==> src/rtl/rhcg_pkg.sv <==
// Shared types and constants of the rainbow hue chase generator.
// Depends on nothing; used by rhcg_front, rhcg_back and the top level.
package rhcg_pkg;

   localparam logic MODE_TICK = 1'b0;
   localparam logic MODE_READ = 1'b1;

   localparam int ADDR_W = 8;

   localparam logic [15:0] PERIOD_RESET = 16'd200;
   localparam logic [15:0] ELAPSED_MAX  = 16'hFFFF;
   localparam logic [2:0]  SECTOR_LAST  = 3'd5;
   localparam logic [5:0]  OFFSET_LAST  = 6'd59;
   localparam logic [6:0]  SECTOR_SPAN  = 7'd60;
   localparam logic [7:0]  CHANNEL_FULL = 8'hFF;

   typedef struct packed {
      logic [7:0] red;
      logic [7:0] green;
      logic [7:0] blue;
   } pixel_type;

   typedef struct packed {
      logic              is_write;
      logic              is_zero;
      logic              advanced;
      logic [ADDR_W-1:0] addr;
      pixel_type         colour;
   } cmd_type;

   typedef struct packed {
      logic      advanced;
      pixel_type colour;
   } rsp_type;

endpackage

==> src/rtl/rhcg_queue.sv <==
// Small first-in first-out queue of packed words.
// Stand-alone; used between front and back and as the result queue.
module rhcg_queue #(
   parameter int WIDTH = 1,
   parameter int DEPTH = 4
) (
   input  logic                       clock,
   input  logic                       reset,
   input  logic                       push,
   input  logic [WIDTH-1:0]           wdata,
   input  logic                       pop,
   output logic [WIDTH-1:0]           rdata,
   output logic                       empty,
   output logic                       full,
   output logic [$clog2(DEPTH+1)-1:0] count
);
   localparam int PW = (DEPTH > 1) ? $clog2(DEPTH) : 1;
   localparam int CW = $clog2(DEPTH+1);
   localparam logic [PW-1:0] PTR_LAST = PW'(DEPTH-1);
   localparam logic [CW-1:0] CNT_FULL = CW'(DEPTH);

   logic [WIDTH-1:0] mem_ff [DEPTH];
   logic [PW-1:0]    wr_ptr_ff, wr_ptr_in;
   logic [PW-1:0]    rd_ptr_ff, rd_ptr_in;
   logic [CW-1:0]    count_ff, count_in;
   logic             do_push, do_pop;

   assign empty   = (count_ff == '0);
   assign full    = (count_ff == CNT_FULL);
   assign count   = count_ff;
   assign rdata   = mem_ff[rd_ptr_ff];
   assign do_push = push && !full;
   assign do_pop  = pop && !empty;

   always_comb begin
      wr_ptr_in = wr_ptr_ff;
      rd_ptr_in = rd_ptr_ff;
      count_in  = count_ff;
      if (do_push) begin
         wr_ptr_in = (wr_ptr_ff == PTR_LAST) ? '0 : wr_ptr_ff + 1'b1;
      end
      if (do_pop) begin
         rd_ptr_in = (rd_ptr_ff == PTR_LAST) ? '0 : rd_ptr_ff + 1'b1;
      end
      if (do_push && !do_pop) begin
         count_in = count_ff + 1'b1;
      end else if (do_pop && !do_push) begin
         count_in = count_ff - 1'b1;
      end
   end

   always_ff @(posedge clock) begin
      if (reset) begin
         wr_ptr_ff <= '0;
         rd_ptr_ff <= '0;
         count_ff  <= '0;
      end else begin
         wr_ptr_ff <= wr_ptr_in;
         rd_ptr_ff <= rd_ptr_in;
         count_ff  <= count_in;
      end
   end

   always_ff @(posedge clock) begin
      if (do_push) begin
         mem_ff[wr_ptr_ff] <= wdata;
      end
   end

endmodule

==> src/rtl/rhcg_front.sv <==
// Front end: period register, tick counter, hue and head pointer; turns each
// accepted word into a strip command. Depends on rhcg_pkg.
module rhcg_front #(
   parameter int LED_COUNT = 144
) (
   input  logic             clock,
   input  logic             reset,
   input  logic             csr_valid,
   input  logic [15:0]      csr_step_period_ms,
   input  logic             accept,
   input  logic             mode,
   input  logic [7:0]       pixel_index,
   output rhcg_pkg::cmd_type cmd
);
   import rhcg_pkg::*;

   localparam int AW = (LED_COUNT > 1) ? $clog2(LED_COUNT) : 1;
   localparam logic [AW:0]   COUNT_EXT = (AW+1)'(LED_COUNT);
   localparam logic [8:0]    COUNT_IDX = 9'(LED_COUNT);
   localparam logic [AW-1:0] HEAD_LAST = AW'(LED_COUNT-1);

   logic [15:0]   period_ff, period_in;
   logic [15:0]   elapsed_ff, elapsed_in;
   logic [2:0]    sector_ff, sector_in;
   logic [5:0]    offset_ff, offset_in;
   logic [AW-1:0] head_ff, head_in;

   logic [15:0]   elapsed_inc;
   logic          is_tick, step, in_range;
   logic [AW:0]   sum, wrap;
   logic [5:0]    base;
   logic [9:0]    prod;
   logic [7:0]    ramp;
   pixel_type     colour;

   assign is_tick = (mode == MODE_TICK);

   always_comb begin
      period_in   = csr_valid ? csr_step_period_ms : period_ff;
      elapsed_in  = elapsed_ff;
      sector_in   = sector_ff;
      offset_in   = offset_ff;
      head_in     = head_ff;
      elapsed_inc = (elapsed_ff == ELAPSED_MAX) ? elapsed_ff : elapsed_ff + 16'd1;
      step        = is_tick && (elapsed_inc > period_ff);
      if (accept && is_tick) begin
         elapsed_in = step ? '0 : elapsed_inc;
         if (step) begin
            head_in = (head_ff == '0) ? HEAD_LAST : head_ff - 1'b1;
            if (offset_ff == OFFSET_LAST) begin
               offset_in = '0;
               sector_in = (sector_ff == SECTOR_LAST) ? '0 : sector_ff + 1'b1;
            end else begin
               offset_in = offset_ff + 1'b1;
            end
         end
      end
   end

   // ramp = floor(base * 17 / 4), base counts down in odd sectors
   always_comb begin
      base   = sector_in[0] ? 6'(SECTOR_SPAN - {1'b0, offset_in}) : offset_in;
      prod   = {base, 4'b0000} + {4'b0000, base};
      ramp   = prod[9:2];
      colour = '0;
      unique case (sector_in)
         3'd0: begin
            colour.red   = CHANNEL_FULL;
            colour.green = ramp;
         end
         3'd1: begin
            colour.red   = ramp;
            colour.green = CHANNEL_FULL;
         end
         3'd2: begin
            colour.green = CHANNEL_FULL;
            colour.blue  = ramp;
         end
         3'd3: begin
            colour.green = ramp;
            colour.blue  = CHANNEL_FULL;
         end
         3'd4: begin
            colour.red   = ramp;
            colour.blue  = CHANNEL_FULL;
         end
         default: begin
            colour.red   = CHANNEL_FULL;
            colour.blue  = ramp;
         end
      endcase
   end

   always_comb begin
      in_range = ({1'b0, pixel_index} < COUNT_IDX);
      sum      = {1'b0, head_ff} + {1'b0, pixel_index[AW-1:0]};
      wrap     = (sum >= COUNT_EXT) ? sum - COUNT_EXT : sum;
      cmd.is_write = step;
      cmd.is_zero  = !is_tick && !in_range;
      cmd.advanced = step;
      cmd.colour   = colour;
      priority if (step) begin
         cmd.addr = ADDR_W'(head_in);
      end else if (is_tick) begin
         cmd.addr = ADDR_W'(head_ff);
      end else begin
         cmd.addr = ADDR_W'(wrap[AW-1:0]);
      end
   end

   always_ff @(posedge clock) begin
      if (reset) begin
         period_ff  <= PERIOD_RESET;
         elapsed_ff <= '0;
         sector_ff  <= '0;
         offset_ff  <= '0;
         head_ff    <= '0;
      end else begin
         period_ff  <= period_in;
         elapsed_ff <= elapsed_in;
         sector_ff  <= sector_in;
         offset_ff  <= offset_in;
         head_ff    <= head_in;
      end
   end

endmodule

==> src/rtl/rhcg_back.sv <==
// Back end: strip memory with written-flags, registered read stage and the
// result queue. Depends on rhcg_pkg and rhcg_queue.
module rhcg_back #(
   parameter int LED_COUNT = 144,
   parameter int OUT_DEPTH = 4
) (
   input  logic              clock,
   input  logic              reset,
   input  logic              cmd_empty,
   input  rhcg_pkg::cmd_type cmd,
   output logic              cmd_pop,
   input  logic              pop,
   output logic              empty,
   output rhcg_pkg::rsp_type rsp
);
   import rhcg_pkg::*;

   localparam int AW = (LED_COUNT > 1) ? $clog2(LED_COUNT) : 1;
   localparam int CW = $clog2(OUT_DEPTH+1);
   localparam logic [CW:0] OUT_ROOM = (CW+1)'(OUT_DEPTH);

   logic [23:0]          mem_ff [LED_COUNT];
   logic [LED_COUNT-1:0] written_ff;
   logic                 p_valid_ff;
   cmd_type              p_cmd_ff;
   logic [23:0]          rd_data_ff;
   logic                 hit_ff;

   logic [AW-1:0]        addr;
   logic [CW-1:0]        out_count;
   logic                 out_full;
   logic                 issue;
   rsp_type              result;
   logic [$bits(rsp_type)-1:0] out_rdata;

   assign addr    = cmd.addr[AW-1:0];
   assign issue   = !cmd_empty
                    && (({1'b0, out_count} + (CW+1)'(p_valid_ff)) < OUT_ROOM);
   assign cmd_pop = issue;

   always_ff @(posedge clock) begin
      if (reset) begin
         written_ff <= '0;
         p_valid_ff <= 1'b0;
      end else begin
         p_valid_ff <= issue;
         if (issue && cmd.is_write) begin
            written_ff[addr] <= 1'b1;
         end
      end
   end

   always_ff @(posedge clock) begin
      if (issue) begin
         p_cmd_ff   <= cmd;
         rd_data_ff <= mem_ff[addr];
         hit_ff     <= written_ff[addr];
         if (cmd.is_write) begin
            mem_ff[addr] <= cmd.colour;
         end
      end
   end

   always_comb begin
      result.advanced = p_cmd_ff.advanced;
      priority if (p_cmd_ff.is_write) begin
         result.colour = p_cmd_ff.colour;
      end else if (p_cmd_ff.is_zero || !hit_ff) begin
         result.colour = '0;
      end else begin
         result.colour = pixel_type'(rd_data_ff);
      end
   end

   rhcg_queue #(
      .WIDTH($bits(rsp_type)),
      .DEPTH(OUT_DEPTH)
   ) u_out_queue (
      .clock(clock),
      .reset(reset),
      .push (p_valid_ff),
      .wdata(result),
      .pop  (pop),
      .rdata(out_rdata),
      .empty(empty),
      .full (out_full),
      .count(out_count)
   );

   assign rsp = rsp_type'(out_rdata);

endmodule

==> src/rtl/rainbow_hue_chase_generator.sv <==
// Rainbow hue chase generator, top level.
// Input words: mode 0 is a one millisecond tick, mode 1 reads a strip pixel.
// A word is taken at a clock edge with push high and full low; every word
// gives exactly one result word, in order.
// Results: while empty is low the oldest word is on rsp_*; pop takes it.
// csr_valid writes step_period_ms; csr_ready is always high. Write only idle.
// A taken word passes the front command queue, the memory read register
// and the result queue before it shows on rsp_*.
// Throughput: one word per cycle while the result queue has room, set by
// the single strip memory port. A tick that steps the hue writes the new
// head colour; the write and any read share that port in command order.
// Reset: period 200, hue 0, counter 0, strip all off, both queues empty.
// When pop stays low the result queue fills, the back end stops draining
// the command queue, and full rises once the command queue is full.
// Depends on rhcg_pkg, rhcg_front, rhcg_queue, rhcg_back.
module rainbow_hue_chase_generator #(
   parameter int LED_COUNT = 144
) (
   input  logic        clock,
   input  logic        reset,
   input  logic        csr_valid,
   output logic        csr_ready,
   input  logic [15:0] csr_step_period_ms,
   input  logic        push,
   output logic        full,
   input  logic        req_mode,
   input  logic [7:0]  req_pixel_index,
   output logic        empty,
   input  logic        pop,
   output logic        rsp_advanced,
   output logic [7:0]  rsp_red,
   output logic [7:0]  rsp_green,
   output logic [7:0]  rsp_blue
);
   import rhcg_pkg::*;

   localparam int CMD_DEPTH = 4;

   cmd_type cmd_front, cmd_back;
   rsp_type rsp;
   logic    accept, cmd_empty, cmd_pop;
   logic [$bits(cmd_type)-1:0]  cmd_rdata;
   logic [$clog2(CMD_DEPTH+1)-1:0] cmd_count;

   assign csr_ready = 1'b1;
   assign accept    = push && !full;

   rhcg_front #(
      .LED_COUNT(LED_COUNT)
   ) u_front (
      .clock             (clock),
      .reset             (reset),
      .csr_valid         (csr_valid),
      .csr_step_period_ms(csr_step_period_ms),
      .accept            (accept),
      .mode              (req_mode),
      .pixel_index       (req_pixel_index),
      .cmd               (cmd_front)
   );

   rhcg_queue #(
      .WIDTH($bits(cmd_type)),
      .DEPTH(CMD_DEPTH)
   ) u_cmd_queue (
      .clock(clock),
      .reset(reset),
      .push (accept),
      .wdata(cmd_front),
      .pop  (cmd_pop),
      .rdata(cmd_rdata),
      .empty(cmd_empty),
      .full (full),
      .count(cmd_count)
   );

   assign cmd_back = cmd_type'(cmd_rdata);

   rhcg_back #(
      .LED_COUNT(LED_COUNT)
   ) u_back (
      .clock    (clock),
      .reset    (reset),
      .cmd_empty(cmd_empty),
      .cmd      (cmd_back),
      .cmd_pop  (cmd_pop),
      .pop      (pop),
      .empty    (empty),
      .rsp      (rsp)
   );

   assign rsp_advanced = rsp.advanced;
   assign rsp_red      = rsp.colour.red;
   assign rsp_green    = rsp.colour.green;
   assign rsp_blue     = rsp.colour.blue;

endmodule

==> config.mk <==
export PLATFORM = sky130hd
export DESIGN_NAME = rainbow_hue_chase_generator
export DESIGN_NICKNAME = d
export VERILOG_FILES = /design/src/rtl/rhcg_pkg.sv /design/src/rtl/rhcg_queue.sv /design/src/rtl/rhcg_front.sv /design/src/rtl/rhcg_back.sv /design/src/rtl/rainbow_hue_chase_generator.sv
export SDC_FILE = /design/constraint.sdc
export NUM_CORES = 2
export LEC_CHECK = 0
export BUFFER_PORTS_ARGS = -buffer_cell sky130_fd_sc_hd__buf_2
export CAP_MARGIN = 20
export CORE_UTILIZATION = 40
export CTS_BUF_LIST = sky130_fd_sc_hd__clkbuf_16
export DETAILED_ROUTE_END_ITERATION = 7
export SKIP_CTS_REPAIR_TIMING = 1
export SLEW_MARGIN = 20
export SYNTH_ARGS = -nofsm -noshare
export SYNTH_HDL_FRONTEND = slang
export SYNTH_SLANG_ARGS = --single-unit
==> constraint.sdc <==
create_clock -name clock -period 11 [get_ports clock]
set_input_delay 1.1 -clock clock [delete_from_list [all_inputs] [get_ports clock]]
set_output_delay 1.1 -clock clock [all_outputs]
set_load 0.05 [all_outputs]
==> run_results.csv <==
group,metric,value,unit
global_routing,grt_antenna_before_repair,25,
placed_design,hpwl,239,mm
critical_path,critPathMaxFanout,10,
sta,rsz0062_at_grt,"no",
synthesis,ys_types,71,
worst_hold_path,min_from,"csr_step_period_ms[6]",
power,p_per_area,264,nW/um^2
floorplanning,coreArea,382000,um^2
sta,fmax,128,MHz
synthesis,syn_inst,7769,
outcome,status,"finished, final reports clean",
power,max-vdd-ir-drop,209,uV
sta,fin_crit_sh,71.2,%
critical_path,r2r_start,"u_front.elapsed_ff[0]$_SDFFE_PP0P_",
route,drt-met1-wl,168,mm
power,p_switching,15.4,mW
synthesis,synth.area.top_cells,"edfxtp_1, mux4_2, dfxtp_1",
clocking,cts_max_level,5,
global_routing,track_usage,21.3,%
power,pwr-share-seq,41.5,%
synthesis,async_reset_ff_share,0,%
global_routing,overflow,0,
finish,final_layout_size_suffix_gt1_share,24.5,%
sta,worst_pin_slew,1220,ps
floorplanning,die_y,621,um
clocking,clkSinkCount,3955,
critical_path,crit_top_cell,"ha_1",
route,wl_met2,201,mm
clocking,clk_pin_slew,60,ps
floorplanning,initial_core_util,40.1,%
synthesis,yosys_warnings,0,
critical_path,rrSetupSlack,3170,ps
clocking,cts_made_buffers,388,
finish,finish.net_count,8170,
clocking,cts_tree,"built",
global_routing,grt_pass1_wl,594,mm
synthesis,ys_ff_latch,3955,
critical_path,cp_slowest_cell,"nor4_1",
synthesis,synth_xor_area_share,0.183,%
power,p_total,45.9,mW
power,combPwrFrac,30.1,%
synthesis,synth-edff-count,3743,
finish,fin_cells,13474,
route,wl_per_cell,31.1,um
synthesis,synth-simple-area-share,4.67,%
worst_hold_path,holdPathStages,3,
route,drt-total-wl,419,mm
finish,areaGrowthSynthToFinish,13.2,%
synthesis,synth_top_area_share,73.3,%
global_routing,grt_max_degree,110,
route,route.top_layer_used,"met5",
sta,finClkSkew,50.4,ps
power,p_int,30.4,mW
critical_path,r2r_cells,28,
synthesis,synthFlopType,"edfxtp_1",
worst_hold_path,min_to,"u_front.period_ff[6]$_SDFFE_PP1P_",
synthesis,avgSynthCellArea,19.7,um^2
synthesis,synth_compound_gate_area_share,2.39,%
synthesis,synth_top_cell_by_area,"edfxtp_1",
floorplanning,die-width,621,um
sta,setup_viol,0,
route,wl_met3,34.9,mm
route,firstDrtPassIters,8,
critical_path,slowest_delay,470,ps
sta,tns,0,ps
route,first_iter_violations,9741,
clocking,root_buffer,"clkbuf_16",
floorplanning,die_area,386000,um^2
synthesis,synthMuxAreaShare,14.7,%
clocking,max-clock-path-buffers,4,
clocking,clock_latency,970,ps
global_routing,grt_pass1_vias,79320,
sta,hold_violations,0,
finish,final_cell_mix,"edfxtp_1, mux4_2, nand2_1",
synthesis,synth_top_family_by_area,"multiplexers",
critical_path,path_class,"flip-flop to flip-flop",
finish,final_common_cell,"edfxtp_1",
power,power.share.clock,28.4,%
synthesis,yosysSeqAreaShare,76.1,%
critical_path,rr_endpoint,"u_cmd_queue.mem_ff[3][22]$_DFFE_PP_",
placed_design,gp_congestion,0.857,
critical_path,crit_arrival,8450,ps
critical_path,critPathCaptureType,"flip-flop",
sta,slew-limit-headroom,18.0,%
synthesis,syn_area,153000,um^2
worst_hold_path,hold_class,"input port to flip-flop",
sta,fin_crit,7830,ps
synthesis,synthAdderAreaFrac,0.419,%
placed_design,placedCellCount,12737,
flow_run,maxCapViolations,0,
floorplanning,ioPinCount,58,
sta,slew_viol_final,0,
route,avgViaCountPerCell,5.86,
route,drc,0,
synthesis,synth_nets,7848,
route,vias,78927,
floorplanning,rows,227,
critical_path,startpoint_type,"flip-flop",
placed_design,portBuffers,56,
route,antenna_left,0,
critical_path,required,11610,ps
power,swShare,33.6,%
power,leakagePower,55.5,nW
power groups by stage:
stage	combinational (mW)	sequential, mW	clock [mW]
after floorplan	8.30	19.2	0
after global placement	13.6	19.3	0
after detailed placement	13.8	19.3	0
after CTS	13.8	19.0	13.2
after global routing	14.5	19.0	13.8
final	13.8	19.0	13.0
through the flow:
stage / util [%] / hold WS (ps) / worst slack (ps) / instance area (um^2)
after floorplan: - / 435 / 4460 / 153000
after global placement: 42.1 / 441 / 3310 / 161000
after detailed placement: 42.2 / 450 / 3370 / 161000
after CTS: 45.4 / 314 / 3300 / 174000
after global routing: 45.5 / 354 / 2510 / 174000
final: 45.5 / 369 / 3170 / 174000
final cells by class:
type                    count  area, um^2
fillers                 31950      208000
flip-flops and latches   3955      117000
multi-input cells        3339       35000
clock buffers             392        9810
well taps                5038        6300
repair buffers            368        3040
clock inverters           329        2680
inverters                  39         149
diodes                     14        35.0
critical path, delay by kind of cell (launching register included):
family	cells	cell delay (ps)
XOR/XNOR	3	630
flip-flops	1	450
AO/OA/AOI/OAI	5	890
buffers and inverters	1	110
adder cells (fa/ha/maj)	5	1600
multiplexers	1	340
AND/OR/NAND/NOR	13	3430
synth_stat cells (20+ instances only):
| master | count |
|---|---|
| buf_4 | 97 |
| a21oi_1 | 79 |
| mux2i_1 | 102 |
| dfxtp_1 | 212 |
| o21ai_0 | 64 |
| nor2_1 | 385 |
| ha_1 | 45 |
| nand2_1 | 858 |
| buf_1 | 43 |
| and3_1 | 165 |
| a211oi_1 | 76 |
| clkbuf_1 | 150 |
| a311oi_1 | 52 |
| inv_1 | 37 |
| mux4_2 | 954 |
| edfxtp_1 | 3743 |
| a22o_1 | 25 |
| xnor2_1 | 20 |
| o21a_1 | 80 |
| nor3_1 | 23 |
| a31oi_1 | 68 |
| buf_2 | 144 |
| nand3_1 | 128 |
logic make-up after synthesis:
| logic type | Yosys count |
|---|---|
| simple gates | 1660 |
| mux | 1065 |
| xor+xnor | 32 |
| fa+ha+maj | 49 |
| compound gates | 532 |
| buf+inv | 475 |
| other cells | 1 |
| flops | 3955 |
worst max-delay path by stage:
stage                                                  start                                   to  cells past startpoint  slack, ps
after floorplan           u_front.elapsed_ff[0]$_SDFFE_PP0P_   u_cmd_queue.mem_ff[0][6]$_DFFE_PP_                     30       4460
after global placement    u_front.elapsed_ff[0]$_SDFFE_PP0P_   u_cmd_queue.mem_ff[0][6]$_DFFE_PP_                     29       3310
after detailed placement  u_front.elapsed_ff[0]$_SDFFE_PP0P_   u_cmd_queue.mem_ff[3][6]$_DFFE_PP_                     28       3370
after CTS                 u_front.elapsed_ff[0]$_SDFFE_PP0P_   u_cmd_queue.mem_ff[2][6]$_DFFE_PP_                     28       3300
after global routing      u_front.elapsed_ff[0]$_SDFFE_PP0P_  u_cmd_queue.mem_ff[1][22]$_DFFE_PP_                     29       2510
final                     u_front.elapsed_ff[0]$_SDFFE_PP0P_  u_cmd_queue.mem_ff[3][22]$_DFFE_PP_                     28       3170
flip-flops by register name, summed over array words and instances (netlist names), 6 cells and up, named ones only:
register	flops
u_back.mem_ff	3456
u_back.p_cmd_ff	26
u_back.rd_data_ff	24
u_back.u_out_queue.mem_ff	100
u_back.written_ff	144
u_cmd_queue.mem_ff	136
u_front.elapsed_ff	16
u_front.head_ff	8
u_front.offset_ff	6
u_front.period_ff	16
per-layer routing:
| metal | vias to the layer above | global-route usage [%] |
|---|---|---|
| li1 | 32169 | - |
| met1 | 42559 | 29.5 |
| met2 | 3579 | 34.4 |
| met3 | 618 | 3.59 |
| met4 | 2 | 7.24 |
| met5 | - | 0 |
(Power assumes the default switching activity.)
